--- src/deq_pkg.sv ---
// Shared types and constants for the double-ended queue.
package deq_pkg;

    localparam int DEQ_DEPTH      = 16;
    localparam int DEQ_DATA_WIDTH = 32;
    localparam int CMDQ_DEPTH     = 2;

    localparam int VALUE_W    = 32;
    localparam int POSITION_W = 4;
    localparam int COMMAND_W  = 3;
    localparam int COUNT_W    = 5;
    localparam int IN_DATA_W  = 40;
    localparam int OUT_DATA_W = 40;

    typedef enum logic [COMMAND_W-1:0] {
        CMD_PUSH_FRONT = 3'd0,
        CMD_PUSH_BACK  = 3'd1,
        CMD_POP_FRONT  = 3'd2,
        CMD_POP_BACK   = 3'd3,
        CMD_READ       = 3'd4
    } cmd_t;

    typedef enum logic [1:0] {
        ST_OK    = 2'd0,
        ST_EMPTY = 2'd1,
        ST_RANGE = 2'd2,
        ST_FULL  = 2'd3
    } status_t;

    typedef struct packed {
        logic                 wr;
        logic                 rd;
        status_t              status;
        logic [COUNT_W-1:0]   count;
    } ctl_t;

endpackage

--- src/deq_ram.sv ---
// Generic single-port-write, single-port-read RAM with registered read data.
module deq_ram #(
    parameter int WIDTH = 32,
    parameter int DEPTH = 16
) (
    input  logic                     clk,
    input  logic                     we,
    input  logic [$clog2(DEPTH)-1:0] waddr,
    input  logic [WIDTH-1:0]         wdata,
    input  logic [$clog2(DEPTH)-1:0] raddr,
    output logic [WIDTH-1:0]         rdata
);

    logic [WIDTH-1:0] mem_reg [DEPTH];
    logic [WIDTH-1:0] rdata_reg;

    always_ff @(posedge clk)
    begin
        if (we)
        begin
            mem_reg[waddr] <= wdata;
        end
        rdata_reg <= mem_reg[raddr];
    end

    assign rdata = rdata_reg;

endmodule

--- src/deq_front.sv ---
// Command intake: classifies each request and updates the ring pointers and count.
module deq_front #(
    parameter int DEPTH      = deq_pkg::DEQ_DEPTH,
    parameter int DATA_WIDTH = deq_pkg::DEQ_DATA_WIDTH
) (
    input  logic                              clk,
    input  logic                              rst_n,
    input  logic                              s_axis_tvalid,
    output logic                              s_axis_tready,
    input  logic [deq_pkg::IN_DATA_W-1:0]     s_axis_tdata,
    input  logic [deq_pkg::COMMAND_W-1:0]     s_axis_tuser,
    output logic                              op_valid,
    input  logic                              op_ready,
    output deq_pkg::ctl_t                     op_ctl,
    output logic [$clog2(DEPTH)-1:0]          op_addr,
    output logic [DATA_WIDTH-1:0]             op_wdata
);
    import deq_pkg::*;

    localparam int AW = $clog2(DEPTH);
    localparam int CW = $clog2(DEPTH + 1);
    localparam logic [AW:0]   SLOTS = (AW + 1)'(DEPTH);
    localparam logic [AW-1:0] LAST  = AW'(DEPTH - 1);
    localparam logic [CW-1:0] FULL  = CW'(DEPTH);

    logic [AW-1:0] front_reg, front_next;
    logic [CW-1:0] count_reg, count_next;

    logic                   accept;
    logic [COMMAND_W-1:0]   cmd;
    logic signed [VALUE_W-1:0] value;
    logic [POSITION_W-1:0]  pos;
    logic                   is_full;
    logic                   is_empty;
    logic [AW-1:0]          front_dec;
    status_t                status;
    logic                   wr;
    logic                   rd;

    function automatic logic [AW-1:0] wrap_add(input logic [AW-1:0] base,
                                               input logic [AW-1:0] off);
        logic [AW:0] sum;
        sum = {1'b0, base} + {1'b0, off};
        if (sum >= SLOTS)
        begin
            sum = sum - SLOTS;
        end
        return sum[AW-1:0];
    endfunction

    assign cmd      = s_axis_tuser;
    assign value    = s_axis_tdata[VALUE_W-1:0];
    assign pos      = s_axis_tdata[VALUE_W+POSITION_W-1:VALUE_W];
    assign is_full  = (count_reg == FULL);
    assign is_empty = (count_reg == '0);
    assign front_dec = (front_reg == '0) ? LAST : front_reg - AW'(1);

    assign accept        = s_axis_tvalid && op_ready;
    assign s_axis_tready = op_ready;
    assign op_valid      = s_axis_tvalid;

    always_comb
    begin
        front_next = front_reg;
        count_next = count_reg;
        status     = ST_OK;
        wr         = 1'b0;
        rd         = 1'b0;
        op_addr    = front_reg;
        case (cmd)
            CMD_PUSH_FRONT:
            begin
                if (is_full)
                begin
                    status = ST_FULL;
                end
                else
                begin
                    wr         = 1'b1;
                    op_addr    = front_dec;
                    front_next = front_dec;
                    count_next = count_reg + CW'(1);
                end
            end
            CMD_PUSH_BACK:
            begin
                if (is_full)
                begin
                    status = ST_FULL;
                end
                else
                begin
                    wr         = 1'b1;
                    op_addr    = wrap_add(front_reg, AW'(count_reg));
                    count_next = count_reg + CW'(1);
                end
            end
            CMD_POP_FRONT:
            begin
                if (is_empty)
                begin
                    status = ST_EMPTY;
                end
                else
                begin
                    rd         = 1'b1;
                    op_addr    = front_reg;
                    front_next = wrap_add(front_reg, AW'(1));
                    count_next = count_reg - CW'(1);
                end
            end
            CMD_POP_BACK:
            begin
                if (is_empty)
                begin
                    status = ST_EMPTY;
                end
                else
                begin
                    rd         = 1'b1;
                    op_addr    = wrap_add(front_reg, AW'(count_reg - CW'(1)));
                    count_next = count_reg - CW'(1);
                end
            end
            CMD_READ:
            begin
                if ((CW + POSITION_W)'(pos) >= (CW + POSITION_W)'(count_reg))
                begin
                    status = ST_RANGE;
                end
                else
                begin
                    rd      = 1'b1;
                    op_addr = wrap_add(front_reg, AW'(pos));
                end
            end
            default:
            begin
            end
        endcase
    end

    assign op_ctl.wr     = wr;
    assign op_ctl.rd     = rd;
    assign op_ctl.status = status;
    assign op_ctl.count  = COUNT_W'(count_next);
    assign op_wdata      = DATA_WIDTH'(value);

    always_ff @(posedge clk or negedge rst_n)
    begin
        if (!rst_n)
        begin
            front_reg <= '0;
            count_reg <= '0;
        end
        else if (accept)
        begin
            front_reg <= front_next;
            count_reg <= count_next;
        end
    end

`ifndef NO_ASSERTIONS
    a_count_bound: assert property (@(posedge clk) disable iff (!rst_n)
        count_reg <= FULL)
        else $error("entry count exceeds depth");

    a_front_bound: assert property (@(posedge clk) disable iff (!rst_n)
        (AW + 1)'(front_reg) < SLOTS)
        else $error("front index outside ring");
`endif

endmodule

--- src/deq_cmdq.sv ---
// Short queue of classified requests between intake and execution.
module deq_cmdq #(
    parameter int WIDTH = 8,
    parameter int DEPTH = deq_pkg::CMDQ_DEPTH
) (
    input  logic             clk,
    input  logic             rst_n,
    input  logic             in_valid,
    output logic             in_ready,
    input  logic [WIDTH-1:0] in_data,
    output logic             out_valid,
    input  logic             out_ready,
    output logic [WIDTH-1:0] out_data
);

    localparam int PW = $clog2(DEPTH);
    localparam int NW = $clog2(DEPTH + 1);
    localparam logic [PW-1:0] PLAST = PW'(DEPTH - 1);
    localparam logic [NW-1:0] NFULL = NW'(DEPTH);

    logic [WIDTH-1:0] mem_reg [DEPTH];
    logic [PW-1:0]    wr_ptr_reg, wr_ptr_next;
    logic [PW-1:0]    rd_ptr_reg, rd_ptr_next;
    logic [NW-1:0]    fill_reg, fill_next;
    logic             push;
    logic             pop;

    assign in_ready  = (fill_reg != NFULL);
    assign out_valid = (fill_reg != '0);
    assign out_data  = mem_reg[rd_ptr_reg];
    assign push      = in_valid && in_ready;
    assign pop       = out_valid && out_ready;

    always_comb
    begin
        wr_ptr_next = wr_ptr_reg;
        rd_ptr_next = rd_ptr_reg;
        fill_next   = fill_reg;
        if (push)
        begin
            wr_ptr_next = (wr_ptr_reg == PLAST) ? '0 : wr_ptr_reg + PW'(1);
        end
        if (pop)
        begin
            rd_ptr_next = (rd_ptr_reg == PLAST) ? '0 : rd_ptr_reg + PW'(1);
        end
        if (push && !pop)
        begin
            fill_next = fill_reg + NW'(1);
        end
        else if (pop && !push)
        begin
            fill_next = fill_reg - NW'(1);
        end
    end

    always_ff @(posedge clk)
    begin
        if (push)
        begin
            mem_reg[wr_ptr_reg] <= in_data;
        end
    end

    always_ff @(posedge clk or negedge rst_n)
    begin
        if (!rst_n)
        begin
            wr_ptr_reg <= '0;
            rd_ptr_reg <= '0;
            fill_reg   <= '0;
        end
        else
        begin
            wr_ptr_reg <= wr_ptr_next;
            rd_ptr_reg <= rd_ptr_next;
            fill_reg   <= fill_next;
        end
    end

endmodule

--- src/deq_back.sv ---
// Request execution: performs the storage access and holds the result for the output.
module deq_back #(
    parameter int DEPTH      = deq_pkg::DEQ_DEPTH,
    parameter int DATA_WIDTH = deq_pkg::DEQ_DATA_WIDTH
) (
    input  logic                          clk,
    input  logic                          rst_n,
    input  logic                          op_valid,
    output logic                          op_ready,
    input  deq_pkg::ctl_t                 op_ctl,
    input  logic [$clog2(DEPTH)-1:0]      op_addr,
    input  logic [DATA_WIDTH-1:0]         op_wdata,
    output logic                          m_axis_tvalid,
    input  logic                          m_axis_tready,
    output logic [deq_pkg::OUT_DATA_W-1:0] m_axis_tdata,
    output logic [1:0]                    m_axis_tuser
);
    import deq_pkg::*;

    typedef enum logic [2:0] {
        ST_TAKE = 3'b001,
        ST_READ = 3'b010,
        ST_HOLD = 3'b100
    } bstate_t;

    bstate_t state_reg, state_next;
    ctl_t    ctl_reg;
    logic [VALUE_W-1:0] data_reg;

    logic                          take;
    logic [DATA_WIDTH-1:0]         rdata;
    logic signed [DATA_WIDTH-1:0]  rdata_s;

    deq_ram #(
        .WIDTH (DATA_WIDTH),
        .DEPTH (DEPTH)
    ) u_ram (
        .clk   (clk),
        .we    (take && op_ctl.wr),
        .waddr (op_addr),
        .wdata (op_wdata),
        .raddr (op_addr),
        .rdata (rdata)
    );

    assign rdata_s  = rdata;
    assign take     = op_valid &&
                      ((state_reg == ST_TAKE) || ((state_reg == ST_HOLD) && m_axis_tready));
    assign op_ready = take;

    always_comb
    begin
        state_next = state_reg;
        case (state_reg)
            ST_TAKE:
            begin
                if (take)
                begin
                    state_next = ST_READ;
                end
            end
            ST_READ:
            begin
                state_next = ST_HOLD;
            end
            ST_HOLD:
            begin
                if (take)
                begin
                    state_next = ST_READ;
                end
                else if (m_axis_tready)
                begin
                    state_next = ST_TAKE;
                end
            end
            default:
            begin
                state_next = ST_TAKE;
            end
        endcase
    end

    always_ff @(posedge clk)
    begin
        if (take)
        begin
            ctl_reg <= op_ctl;
        end
        if (state_reg == ST_READ)
        begin
            data_reg <= ctl_reg.rd ? VALUE_W'(rdata_s) : '0;
        end
    end

    always_ff @(posedge clk or negedge rst_n)
    begin
        if (!rst_n)
        begin
            state_reg <= ST_TAKE;
        end
        else
        begin
            state_reg <= state_next;
        end
    end

    assign m_axis_tvalid = (state_reg == ST_HOLD);
    assign m_axis_tdata  = {(OUT_DATA_W - VALUE_W - COUNT_W)'(0), ctl_reg.count, data_reg};
    assign m_axis_tuser  = ctl_reg.status;

`ifndef NO_ASSERTIONS
    a_read_then_hold: assert property (@(posedge clk) disable iff (!rst_n)
        (state_reg == ST_READ) |=> (state_reg == ST_HOLD))
        else $error("result not presented after storage read");

    a_take_not_in_read: assert property (@(posedge clk) disable iff (!rst_n)
        take |-> (state_reg != ST_READ))
        else $error("request taken during storage read");

    a_zero_data: assert property (@(posedge clk) disable iff (!rst_n)
        ((state_reg == ST_HOLD) && !ctl_reg.rd) |-> (data_reg == '0))
        else $error("nonzero data on request without read");
`endif

endmodule

--- src/double_ended_queue_top.sv ---
// Top level of the bounded double-ended queue.
//
// Slave channel s_axis carries one request per handshake: tuser holds the
// command (push front, push back, pop front, pop back, read position), tdata
// holds the word to push and the position to read. Master channel m_axis
// returns exactly one result per request, in request order: tdata holds the
// popped or read word (0 on push or error) and the count after the request,
// tuser holds the status (ok, empty, out of range, full).
// The intake updates ring pointers and count in the cycle a request is
// accepted and can take one request per cycle until the two-entry request
// queue fills. The execution side takes a request, reads storage, then
// holds the result, so it cannot take a new request during the read; it
// can take the next one while holding. After acceptance a request passes
// through the request queue and then the take, read and hold states.
// Reset clears pointers, count and all handshake state; stored words are
// undefined until pushed and no clearing pass runs. When the receiver stalls,
// the result holds in its output register while the intake keeps accepting
// requests until the request queue is full.
module double_ended_queue_top #(
    parameter int DEPTH      = deq_pkg::DEQ_DEPTH,
    parameter int DATA_WIDTH = deq_pkg::DEQ_DATA_WIDTH
) (
    input  logic                           clk,
    input  logic                           rst_n,
    input  logic                           s_axis_tvalid,
    output logic                           s_axis_tready,
    // value [31:0], position [35:32], zero fill [39:36]
    input  logic [deq_pkg::IN_DATA_W-1:0]  s_axis_tdata,
    // command [2:0]
    input  logic [deq_pkg::COMMAND_W-1:0]  s_axis_tuser,
    output logic                           m_axis_tvalid,
    input  logic                           m_axis_tready,
    // data [31:0], count [36:32], zero fill [39:37]
    output logic [deq_pkg::OUT_DATA_W-1:0] m_axis_tdata,
    // status [1:0]
    output logic [1:0]                     m_axis_tuser
);
    import deq_pkg::*;

    localparam int AW = $clog2(DEPTH);
    localparam int QW = $bits(ctl_t) + AW + DATA_WIDTH;

    logic                  f_valid;
    logic                  f_ready;
    ctl_t                  f_ctl;
    logic [AW-1:0]         f_addr;
    logic [DATA_WIDTH-1:0] f_wdata;

    logic                  b_valid;
    logic                  b_ready;
    logic [QW-1:0]         b_data;
    ctl_t                  b_ctl;
    logic [AW-1:0]         b_addr;
    logic [DATA_WIDTH-1:0] b_wdata;

    deq_front #(
        .DEPTH      (DEPTH),
        .DATA_WIDTH (DATA_WIDTH)
    ) u_front (
        .clk           (clk),
        .rst_n         (rst_n),
        .s_axis_tvalid (s_axis_tvalid),
        .s_axis_tready (s_axis_tready),
        .s_axis_tdata  (s_axis_tdata),
        .s_axis_tuser  (s_axis_tuser),
        .op_valid      (f_valid),
        .op_ready      (f_ready),
        .op_ctl        (f_ctl),
        .op_addr       (f_addr),
        .op_wdata      (f_wdata)
    );

    deq_cmdq #(
        .WIDTH (QW),
        .DEPTH (CMDQ_DEPTH)
    ) u_cmdq (
        .clk       (clk),
        .rst_n     (rst_n),
        .in_valid  (f_valid),
        .in_ready  (f_ready),
        .in_data   ({f_ctl, f_addr, f_wdata}),
        .out_valid (b_valid),
        .out_ready (b_ready),
        .out_data  (b_data)
    );

    assign {b_ctl, b_addr, b_wdata} = b_data;

    deq_back #(
        .DEPTH      (DEPTH),
        .DATA_WIDTH (DATA_WIDTH)
    ) u_back (
        .clk           (clk),
        .rst_n         (rst_n),
        .op_valid      (b_valid),
        .op_ready      (b_ready),
        .op_ctl        (b_ctl),
        .op_addr       (b_addr),
        .op_wdata      (b_wdata),
        .m_axis_tvalid (m_axis_tvalid),
        .m_axis_tready (m_axis_tready),
        .m_axis_tdata  (m_axis_tdata),
        .m_axis_tuser  (m_axis_tuser)
    );

endmodule
--- config.mk ---
export PLATFORM = sky130hd
export DESIGN_NAME = double_ended_queue_top
export DESIGN_NICKNAME = d
export VERILOG_FILES = /design/src/deq_pkg.sv /design/src/deq_ram.sv /design/src/deq_front.sv /design/src/deq_cmdq.sv /design/src/deq_back.sv /design/src/double_ended_queue_top.sv
export SDC_FILE = /design/constraint.sdc
export NUM_CORES = 1
export LEC_CHECK = 0
export ABC_CLOCK_PERIOD_IN_PS = 11200
export BUFFER_PORTS_ARGS = -buffer_cell sky130_fd_sc_hd__buf_2
export CAP_MARGIN = 40
export CORE_AREA = 2 2 262 264
export CTS_BUF_LIST = sky130_fd_sc_hd__clkbuf_16
export CTS_CLUSTER_SIZE = 25
export DETAILED_ROUTE_END_ITERATION = 6
export DIE_AREA = 0 0 264 266
export PLACE_DENSITY = 0.53
export SYNTH_ARGS = -nofsm -noshare
export SYNTH_HDL_FRONTEND = slang
export SYNTH_SLANG_ARGS = --single-unit
export TNS_END_PERCENT = 1
--- constraint.sdc ---
create_clock -name clk -period 11.2 [get_ports clk]
set_input_delay 1.12 -clock clk [delete_from_list [all_inputs] [get_ports clk]]
set_output_delay 1.12 -clock clk [all_outputs]
set_load 0.05 [all_outputs]
==> flow_results.xml, run 1 <==
<?xml version="1.0" encoding="UTF-8"?>
<metrics>
  <group name="status">
    <metric name="run_status" unit="">finished clean</metric>
  </group>
  <group name="die">
    <metric name="rows" unit="">96</metric>
    <metric name="floorplan.core_area" unit="µm²">67700</metric>
    <metric name="floorplan.die.width" unit="µm">264</metric>
    <metric name="initial_core_util" unit="%">39.5</metric>
    <metric name="fp.dieArea" unit="µm²">70200</metric>
    <metric name="io-pin-count" unit="">91</metric>
    <metric name="die_h" unit="µm">266</metric>
  </group>
  <group name="setup_path">
    <metric name="cp_max_fo" unit="">57</metric>
    <metric name="arrival" unit="ns">5.19</metric>
    <metric name="timing.critical_path.to_type" unit="">flip-flop</metric>
    <metric name="worstPathRequired" unit="ns">11.62</metric>
    <metric name="startpoint_type" unit="">flip-flop</metric>
    <metric name="regToRegStartpoint" unit="">u_cmdq.rd_ptr_reg</metric>
    <metric name="reg2reg_depth" unit="">9</metric>
    <metric name="critical_path.reg2reg.endpoint" unit="">u_back.u_ram.rdata[17]</metric>
    <metric name="timing.reg2reg.setup_slack" unit="ns">6.43</metric>
    <metric name="worst-setup-path-type" unit="">reg2reg</metric>
  </group>
  <group name="logic_synthesis">
    <metric name="synth_seq_cells" unit="">690</metric>
    <metric name="netlist_instances" unit="">1365</metric>
    <metric name="synth_sequential_area_ratio" unit="%">75.8</metric>
    <metric name="dominantRegCellSynth" unit="">edfxtp_1</metric>
    <metric name="synth-edff-count" unit="">642</metric>
    <metric name="yosys_warnings" unit="">0</metric>
    <metric name="asyncSetResetFlopFracSynth" unit="%">2.32</metric>
    <metric name="postSynthAreaPerCell" unit="µm²">19.6</metric>
    <metric name="synth_cell_types" unit="">66</metric>
    <metric name="synth.cell_area" unit="µm²">26800</metric>
  </group>
  <group name="clock_network">
    <metric name="max-clock-path-buffers" unit="">3</metric>
    <metric name="htree_num_levels" unit="">3</metric>
    <metric name="cts_tree" unit="">done</metric>
    <metric name="clock_buffer_count_from_cts" unit="">73</metric>
    <metric name="cts-hold-fix-buffers" unit="">0</metric>
    <metric name="cts_resized" unit="">0</metric>
    <metric name="clock-sinks" unit="">690</metric>
    <metric name="postCtsSetupRepairBufs" unit="">0</metric>
    <metric name="cts.clk_slew.worst_paths" unit="ns">0.06</metric>
    <metric name="root_buffer" unit="">clkbuf_16</metric>
    <metric name="clk-insertion-delay-late" unit="ns">0.60</metric>
  </group>
  <group name="routing">
    <metric name="via_per_inst" unit="">5.32</metric>
    <metric name="dr.first_iter.drc_count" unit="">830</metric>
    <metric name="firstDrtPassIters" unit="">5</metric>
    <metric name="drt.antenna.violating_nets" unit="">0</metric>
    <metric name="vias" unit="">12934</metric>
    <metric name="wirelength" unit="µm">57400</metric>
    <metric name="remaining_drc_errors" unit="">0</metric>
    <metric name="routed_wire_length_per_instance" unit="µm">23.6</metric>
  </group>
  <group name="global_routing">
    <metric name="antenna_violations_before_repair" unit="">0</metric>
    <metric name="grt_first_pass_wirelength" unit="µm">86300</metric>
    <metric name="grt_overflow" unit="">0</metric>
    <metric name="pin_count_of_the_biggest_net_entering_global_routing" unit="">58</metric>
    <metric name="global_route.usage.total" unit="%">16.6</metric>
    <metric name="number_of_global_route_vias_before_repair" unit="">13581</metric>
  </group>
  <group name="place">
    <metric name="place.gp.congestion" unit="">0.832</metric>
    <metric name="portBuffers" unit="">83</metric>
    <metric name="detailed_place_hpwl" unit="µm">31000</metric>
    <metric name="placed_cells_incl_taps" unit="">2293</metric>
  </group>
  <group name="sta">
    <metric name="rsz0062_at_grt" unit="">false</metric>
    <metric name="min_period" unit="ns">4.77</metric>
    <metric name="finalHoldViolCount" unit="">0</metric>
    <metric name="tns" unit="ns">0</metric>
    <metric name="max_clock_freq" unit="GHz">0.210</metric>
    <metric name="timing.max_slew.rel_slack" unit="%">34.9</metric>
    <metric name="finalSetupViolCount" unit="">0</metric>
    <metric name="timing.clock.skew" unit="ns">0.0158</metric>
    <metric name="worst-slew-pin-transition" unit="ns">0.977</metric>
    <metric name="period_share" unit="%">42.6</metric>
    <metric name="max_slew_vio_count" unit="">0</metric>
  </group>
  <group name="layout">
    <metric name="post_route_cells_drive_above_1_share" unit="%">27.4</metric>
    <metric name="layout.filler_cells" unit="">5796</metric>
    <metric name="area_delta_synth_final" unit="%">14.6</metric>
    <metric name="fin_nets" unit="">1554</metric>
    <metric name="final-instance-count-excl-fill" unit="">2429</metric>
    <metric name="utilization" unit="%">45.3</metric>
    <metric name="largest_register_ff_count" unit="">512</metric>
  </group>
  <group name="hold_path">
    <metric name="hold_class" unit="">in2async</metric>
  </group>
  <group name="power">
    <metric name="leakage" unit="nW">10.1</metric>
    <metric name="total_power" unit="W">0.00839</metric>
    <metric name="power_density_of_the_placed_cells" unit="nW/µm²">273</metric>
    <metric name="ir_drop" unit="mV">0.156</metric>
  </group>
  <group name="flow_run">
    <metric name="maxCapViolations" unit="">0</metric>
  </group>
</metrics>
[cells in the mapped netlist (all sizes together) (6+ instances only)]
master    n  share of area [%]
edfxtp  642                 72
mux4    128                 11
nand2    86                1.2
and2     64                1.5
mux2     47                2.0
buf      44                1.2
a211oi   38                1.1
clkbuf   35               0.49
a31oi    34               0.79
dfxtp    32                2.4
nor2     28               0.39
a21oi    21               0.39
ha       18               0.84
inv      16               0.22
dfrtp    15                1.4
o21ai    15               0.28
nor3     10               0.19
xnor2     8               0.26
xor2      8               0.26
nand3     7               0.13
nand2b    6               0.14
[worst max-delay path, stage by stage, from the launching register on]
cell      delay (ns)
dfrtp_2         0.85
buf_4           0.57
mux2_8          0.72
buf_4           0.33
buf_16          0.27
buf_4           0.65
mux4_2          0.58
and2_1          0.16
a211oi_1        0.22
a31oi_1         0.12
[report_power, final]
group | switching (W) | internal, W | total, W
Clock | 0.000950 | 0.00133 | 0.00228
Combinational | 0.00152 | 0.000977 | 0.00249
Sequential | 0.000164 | 0.00344 | 0.00361
[worst max-delay path by stage]
| stage | cells past startpoint | start | slack [ns] | endpoint |
|---|---|---|---|---|
| 2_1_floorplan | 5 | m_axis_tready | 5.98 | u_back.u_ram.mem_reg[14][0] |
| 3_3_place_gp | 8 | u_cmdq.rd_ptr_reg | 6.02 | u_back.u_ram.rdata[18] |
| 3_5_place_dp | 9 | u_cmdq.rd_ptr_reg | 6.28 | u_back.u_ram.rdata[18] |
| 4_1_cts | 9 | u_cmdq.rd_ptr_reg | 6.27 | u_back.u_ram.rdata[18] |
| 5_1_grt | 9 | u_cmdq.rd_ptr_reg | 5.95 | u_back.u_ram.rdata[17] |
| 6_report | 9 | u_cmdq.rd_ptr_reg | 6.43 | u_back.u_ram.rdata[17] |
[cell families after synthesis]
group / after synthesis / synth area share [%]
DFF: 690 / 75.8
and+or+nand+nor: 226 / 4.28
muxes: 180 / 13.0
AOI/OAI and AO/OA: 135 / 3.41
buffers and inverters: 96 / 1.90
adders and majority gates: 21 / 1.06
xor gates and xnor gates: 16 / 0.523
other: 1 / 0.0140
[layout make-up]
| cell class | count | area [µm²] | share of cell area, % |
|---|---|---|---|
| Sequential cell | 690 | 20300 | 66.2 |
| Multi-Input combinational cell | 581 | 6140 | 20.0 |
| Clock buffer | 79 | 1980 | 6.44 |
| Tap cell | 882 | 1100 | 3.59 |
| Timing Repair Buffer | 123 | 788 | 2.57 |
| Clock inverter | 56 | 314 | 1.02 |
| Inverter | 17 | 63.8 | 0.208 |
| Antenna cell | 1 | 2.50 | 0.00815 |
[per-stage QoR]
step / setup slack (ns) / hold WS, ns / area, µm²
6_report: 6.43 / 0.450 / 30700
5_1_grt: 5.95 / 0.476 / 30700
4_1_cts: 6.27 / 0.440 / 30700
3_5_place_dp: 6.28 / 0.496 / 28400
3_3_place_gp: 6.02 / 0.480 / 28300
2_1_floorplan: 5.98 / 0.461 / 26800
[metal layers]
metal	GRT usage, %	vias up	routed length (µm)
li1	-	5731	-
met1	22.8	6899	25800
met2	27.8	237	28600
met3	2.26	67	2040
met4	5.04	0	1000
met5	0	-	0
[layout by cell type, fill, tap and decap left out, types with 13 or more instances in the layout]
cell	n
and2_1	64
nand2_1	86
nor2_1	14
o21ai_0	13
a211oi_1	36
dfrtp_1	14
buf_2	83
nor2_4	14
clkinv_1	16
ha_1	18
buf_4	36
inv_1	43
clkbuf_16	79
mux2_2	45
a21oi_1	21
dfxtp_1	32
edfxtp_1	642
a31oi_1	34
mux4_2	128
No activity file was read; power rests on OpenSTA's default activity.
==> inputs of run 2 (changes only) <==
ABC_AREA = 1   (was default)
ABC_CLOCK_PERIOD_IN_PS = 4800   (was 11200)
CORE_AREA = 2 2 261 263   (was 2 2 262 264)
DIE_AREA = 0 0 263 265   (was 0 0 264 266)
clock period = 4.8 ns   (was 11.2 ns; I/O delays follow)
==> flow_results.xml, run 2 <==
<?xml version="1.0" encoding="UTF-8"?>
<metrics>
  <group name="logic_synthesis">
    <metric name="netlist_top_cells_count" unit="">nand2_1, edfxtp_1, nand4_1</metric>
    <metric name="synth_seq_cells" unit="">690</metric>
    <metric name="yosys_warnings" unit="">0</metric>
    <metric name="synth_sequential_area_ratio" unit="%">76.4</metric>
    <metric name="asyncSetResetFlopFracSynth" unit="%">2.32</metric>
    <metric name="yosysMostFrequentCell" unit="">nand2_1</metric>
    <metric name="dominantRegCellSynth" unit="">edfxtp_1</metric>
    <metric name="netlist_instances" unit="">2076</metric>
    <metric name="synth_cell_types" unit="">35</metric>
    <metric name="postSynthAreaPerCell" unit="µm²">12.8</metric>
    <metric name="synth-edff-count" unit="">642</metric>
    <metric name="synth.cell_area" unit="µm²">26600</metric>
    <metric name="netlist.area_leader.share" unit="%">72.5</metric>
    <metric name="post-synth-top-area-cell" unit="">edfxtp_1</metric>
    <metric name="post_synth_main_area_contributors" unit="">edfxtp_1, nand2_1, nand4_1</metric>
  </group>
  <group name="sta">
    <metric name="rsz0062_at_grt" unit="">false</metric>
    <metric name="finalSetupViolCount" unit="">0</metric>
    <metric name="tns" unit="ns">0</metric>
    <metric name="worst-slew-pin-transition" unit="ns">0.813</metric>
    <metric name="min_period" unit="ns">3.48</metric>
    <metric name="finalHoldViolCount" unit="">0</metric>
    <metric name="max_slew_vio_count" unit="">0</metric>
    <metric name="timing.clock.skew" unit="ns">0.0202</metric>
    <metric name="period_share" unit="%">72.5</metric>
    <metric name="whs" unit="ns">0.0697</metric>
    <metric name="max_clock_freq" unit="GHz">0.287</metric>
    <metric name="timing.max_slew.rel_slack" unit="%">45.8</metric>
  </group>
  <group name="setup_path">
    <metric name="crit_path_frequent_cell" unit="">nand2_1</metric>
    <metric name="cpPeakStageDelay" unit="ns">0.61</metric>
    <metric name="timing.reg2reg.setup_slack" unit="ns">1.32</metric>
    <metric name="arrival" unit="ns">3.77</metric>
    <metric name="startpoint_type" unit="">flip-flop</metric>
    <metric name="slowest_stage" unit="">dfrtp_2</metric>
    <metric name="reg2reg_depth" unit="">7</metric>
    <metric name="worst_path_cell_trace" unit="">inv_4 -&gt; nand2_1 -&gt; nand2_2 -&gt; and2_4 -&gt; nand2_1 -&gt; nor2_4 -&gt; buf_4</metric>
    <metric name="worst-setup-path-type" unit="">reg2reg</metric>
    <metric name="path_buf_inv" unit="">2</metric>
    <metric name="critical_path.reg2reg.endpoint" unit="">u_back.u_ram.mem_reg[2][14]</metric>
    <metric name="regToRegStartpoint" unit="">u_cmdq.rd_ptr_reg</metric>
    <metric name="cp_max_fo" unit="">46</metric>
    <metric name="worstPathRequired" unit="ns">5.09</metric>
    <metric name="timing.critical_path.to_type" unit="">flip-flop</metric>
    <metric name="critical_path.top_delay_family" unit="">simple AND/OR/NAND/NOR gates</metric>
  </group>
  <group name="clock_network">
    <metric name="clk-insertion-delay-late" unit="ns">0.60</metric>
    <metric name="cts.clk_slew.worst_paths" unit="ns">0.06</metric>
    <metric name="clock_buffer_count_from_cts" unit="">73</metric>
    <metric name="max-clock-path-buffers" unit="">3</metric>
    <metric name="clock-sinks" unit="">690</metric>
    <metric name="cts_tree" unit="">done</metric>
    <metric name="htree_num_levels" unit="">3</metric>
    <metric name="root_buffer" unit="">clkbuf_16</metric>
  </group>
  <group name="hold_path">
    <metric name="min_delay_path_depth" unit="">1</metric>
    <metric name="hold_class" unit="">in2reg</metric>
    <metric name="hold_path.startpoint" unit="">s_axis_tdata[13]</metric>
    <metric name="hold_path_end" unit="">u_cmdq.mem_reg[1][13]</metric>
  </group>
  <group name="flow_run">
    <metric name="maxCapViolations" unit="">0</metric>
  </group>
  <group name="routing">
    <metric name="remaining_drc_errors" unit="">0</metric>
    <metric name="firstDrtPassIters" unit="">5</metric>
    <metric name="via_per_inst" unit="">5.01</metric>
    <metric name="wirelength" unit="µm">62800</metric>
    <metric name="dr.first_iter.drc_count" unit="">1114</metric>
    <metric name="routed_wire_length_per_instance" unit="µm">20.1</metric>
    <metric name="drt.antenna.violating_nets" unit="">0</metric>
    <metric name="vias" unit="">15621</metric>
  </group>
  <group name="place">
    <metric name="portBuffers" unit="">83</metric>
    <metric name="place.gp.congestion" unit="">0.784</metric>
    <metric name="detailed_place.area" unit="µm²">28100</metric>
    <metric name="detailed_place_hpwl" unit="µm">34100</metric>
  </group>
  <group name="power">
    <metric name="leakage" unit="nW">11.0</metric>
    <metric name="power_density_of_the_placed_cells" unit="nW/µm²">658</metric>
    <metric name="swShare" unit="%">36.2</metric>
    <metric name="seqPwrFrac" unit="%">42.3</metric>
    <metric name="power_frac_clock" unit="%">26.3</metric>
    <metric name="power_report.internal_total" unit="W">0.0127</metric>
    <metric name="total_power" unit="W">0.0200</metric>
    <metric name="combPwrFrac" unit="%">31.4</metric>
    <metric name="p_sw" unit="W">0.00724</metric>
    <metric name="ir_drop" unit="mV">0.597</metric>
  </group>
  <group name="global_routing">
    <metric name="grt_overflow" unit="">0</metric>
    <metric name="global_route.usage.total" unit="%">18.2</metric>
    <metric name="number_of_global_route_vias_before_repair" unit="">15580</metric>
    <metric name="pin_count_of_the_biggest_net_entering_global_routing" unit="">129</metric>
    <metric name="grt_first_pass_wirelength" unit="µm">95100</metric>
    <metric name="antenna_violations_before_repair" unit="">5</metric>
  </group>
  <group name="layout">
    <metric name="finish.instance_area" unit="µm²">30400</metric>
    <metric name="layout.filler_cells" unit="">6059</metric>
    <metric name="area_delta_synth_final" unit="%">14.2</metric>
    <metric name="mostFrequentLayoutCell" unit="">nand2_1</metric>
    <metric name="final_cell_mix" unit="">nand2_1, edfxtp_1, nand4_1</metric>
    <metric name="largest_register_ff_count" unit="">512</metric>
    <metric name="post_route_cells_drive_above_1_share" unit="%">11.4</metric>
    <metric name="fin_nets" unit="">2249</metric>
  </group>
  <group name="die">
    <metric name="fp.dieArea" unit="µm²">69700</metric>
    <metric name="floorplan.core_area" unit="µm²">66800</metric>
    <metric name="rows" unit="">95</metric>
    <metric name="io-pin-count" unit="">91</metric>
    <metric name="floorplan.die.width" unit="µm">263</metric>
    <metric name="initial_core_util" unit="%">39.8</metric>
    <metric name="die_h" unit="µm">265</metric>
  </group>
  <group name="status">
    <metric name="run_status" unit="">finished clean</metric>
  </group>
</metrics>
==> run 2: cell count changes after synthesis, moves of 17 or more <==
cell / previous run / this run
a31oi_1: 34 / 0
buf_2: 14 / 53
a211oi_1: 37 / 0
mux2_2: 45 / 0
and2_1: 64 / 0
clkbuf_1: 35 / 13
mux4_2: 128 / 0
a21oi_1: 21 / 4
nand2_1: 86 / 875
nand4_1: 2 / 166
inv_1: 16 / 83
==> run 2: worst max-delay path by stage <==
stage	cells after the start	start	to
floorplan	4	u_cmdq.fill_reg[0]	u_cmdq.mem_reg[1][0]
global placement	7	u_cmdq.rd_ptr_reg	u_back.u_ram.mem_reg[2][13]
detailed placement	7	u_cmdq.rd_ptr_reg	u_back.u_ram.mem_reg[2][13]
CTS	7	u_cmdq.rd_ptr_reg	u_back.u_ram.mem_reg[2][14]
global route	7	u_cmdq.rd_ptr_reg	u_back.u_ram.mem_reg[2][14]
finish	7	u_cmdq.rd_ptr_reg	u_back.u_ram.mem_reg[2][14]
==> run 2: routing by layer <==
layer	up-vias	GRT usage (%)	wire length (µm)
met5	-	0	27
met4	4	5.34	1240
met3	78	3.55	3320
met2	322	30.8	30600
met1	7786	24.0	27500
li1	7431	-	-
==> run 2: layout make-up <==
| type | count | area, µm² | share of cell area (%) |
|---|---|---|---|
| Clock buffer | 77 | 1930 | 6.35 |
| Multi-Input combinational cell | 1203 | 5560 | 18.3 |
| Inverter | 89 | 339 | 1.12 |
| Antenna cell | 3 | 7.51 | 0.0247 |
| Clock inverter | 56 | 315 | 1.04 |
| Sequential cell | 690 | 20300 | 66.9 |
| Tap cell | 873 | 1090 | 3.60 |
| Timing Repair Buffer | 124 | 803 | 2.65 |
==> run 2: stage by stage <==
step | std cells | util, % | setup slack (ns)
global route | 3112 | 45.4 | 1.06
finish | 3115 | 45.5 | 1.32
CTS | 3112 | 45.4 | 1.22
detailed placement | 2978 | 42.1 | 1.24
floorplan | 2078 | - | 1.45
global placement | 2976 | 42.0 | 1.23
==> run 2: power groups by stage <==
stage | clock (W) | combinational, W | sequential, W
detailed placement | 0 | 0.00637 | 0.00859
floorplan | 0 | 0.00412 | 0.00868
CTS | 0.00537 | 0.00639 | 0.00846
global route | 0.00563 | 0.00700 | 0.00852
finish | 0.00525 | 0.00626 | 0.00846
global placement | 0 | 0.00625 | 0.00858
==> run 2: logic make-up after synthesis <==
family                   share of synthesized area, %
buffers and inverters                            3.32
AND/OR/NAND/NOR                                  17.7
other                                          0.0141
adder cells (fa/ha/maj)                          1.07
AO/OA/AOI/OAI                                   0.979
XOR/XNOR                                        0.527
flip-flops                                       76.4
==> run 2: worst reg2reg max path, stage by stage (launching register included) <==
cell and delay, ns:
dfrtp_2 0.61, inv_4 0.57, nand2_1 0.16, nand2_2 0.16
and2_4 0.38, nand2_1 0.31, nor2_4 0.60, buf_4 0.36
==> run 2: repair_timing <==
action                                  CTS  global route
hold buffers                              1             0
hold endpoints to repair                 15             0
setup buffers                             0             0
resized for setup                         0             0
endpoints found under the setup margin    0             0
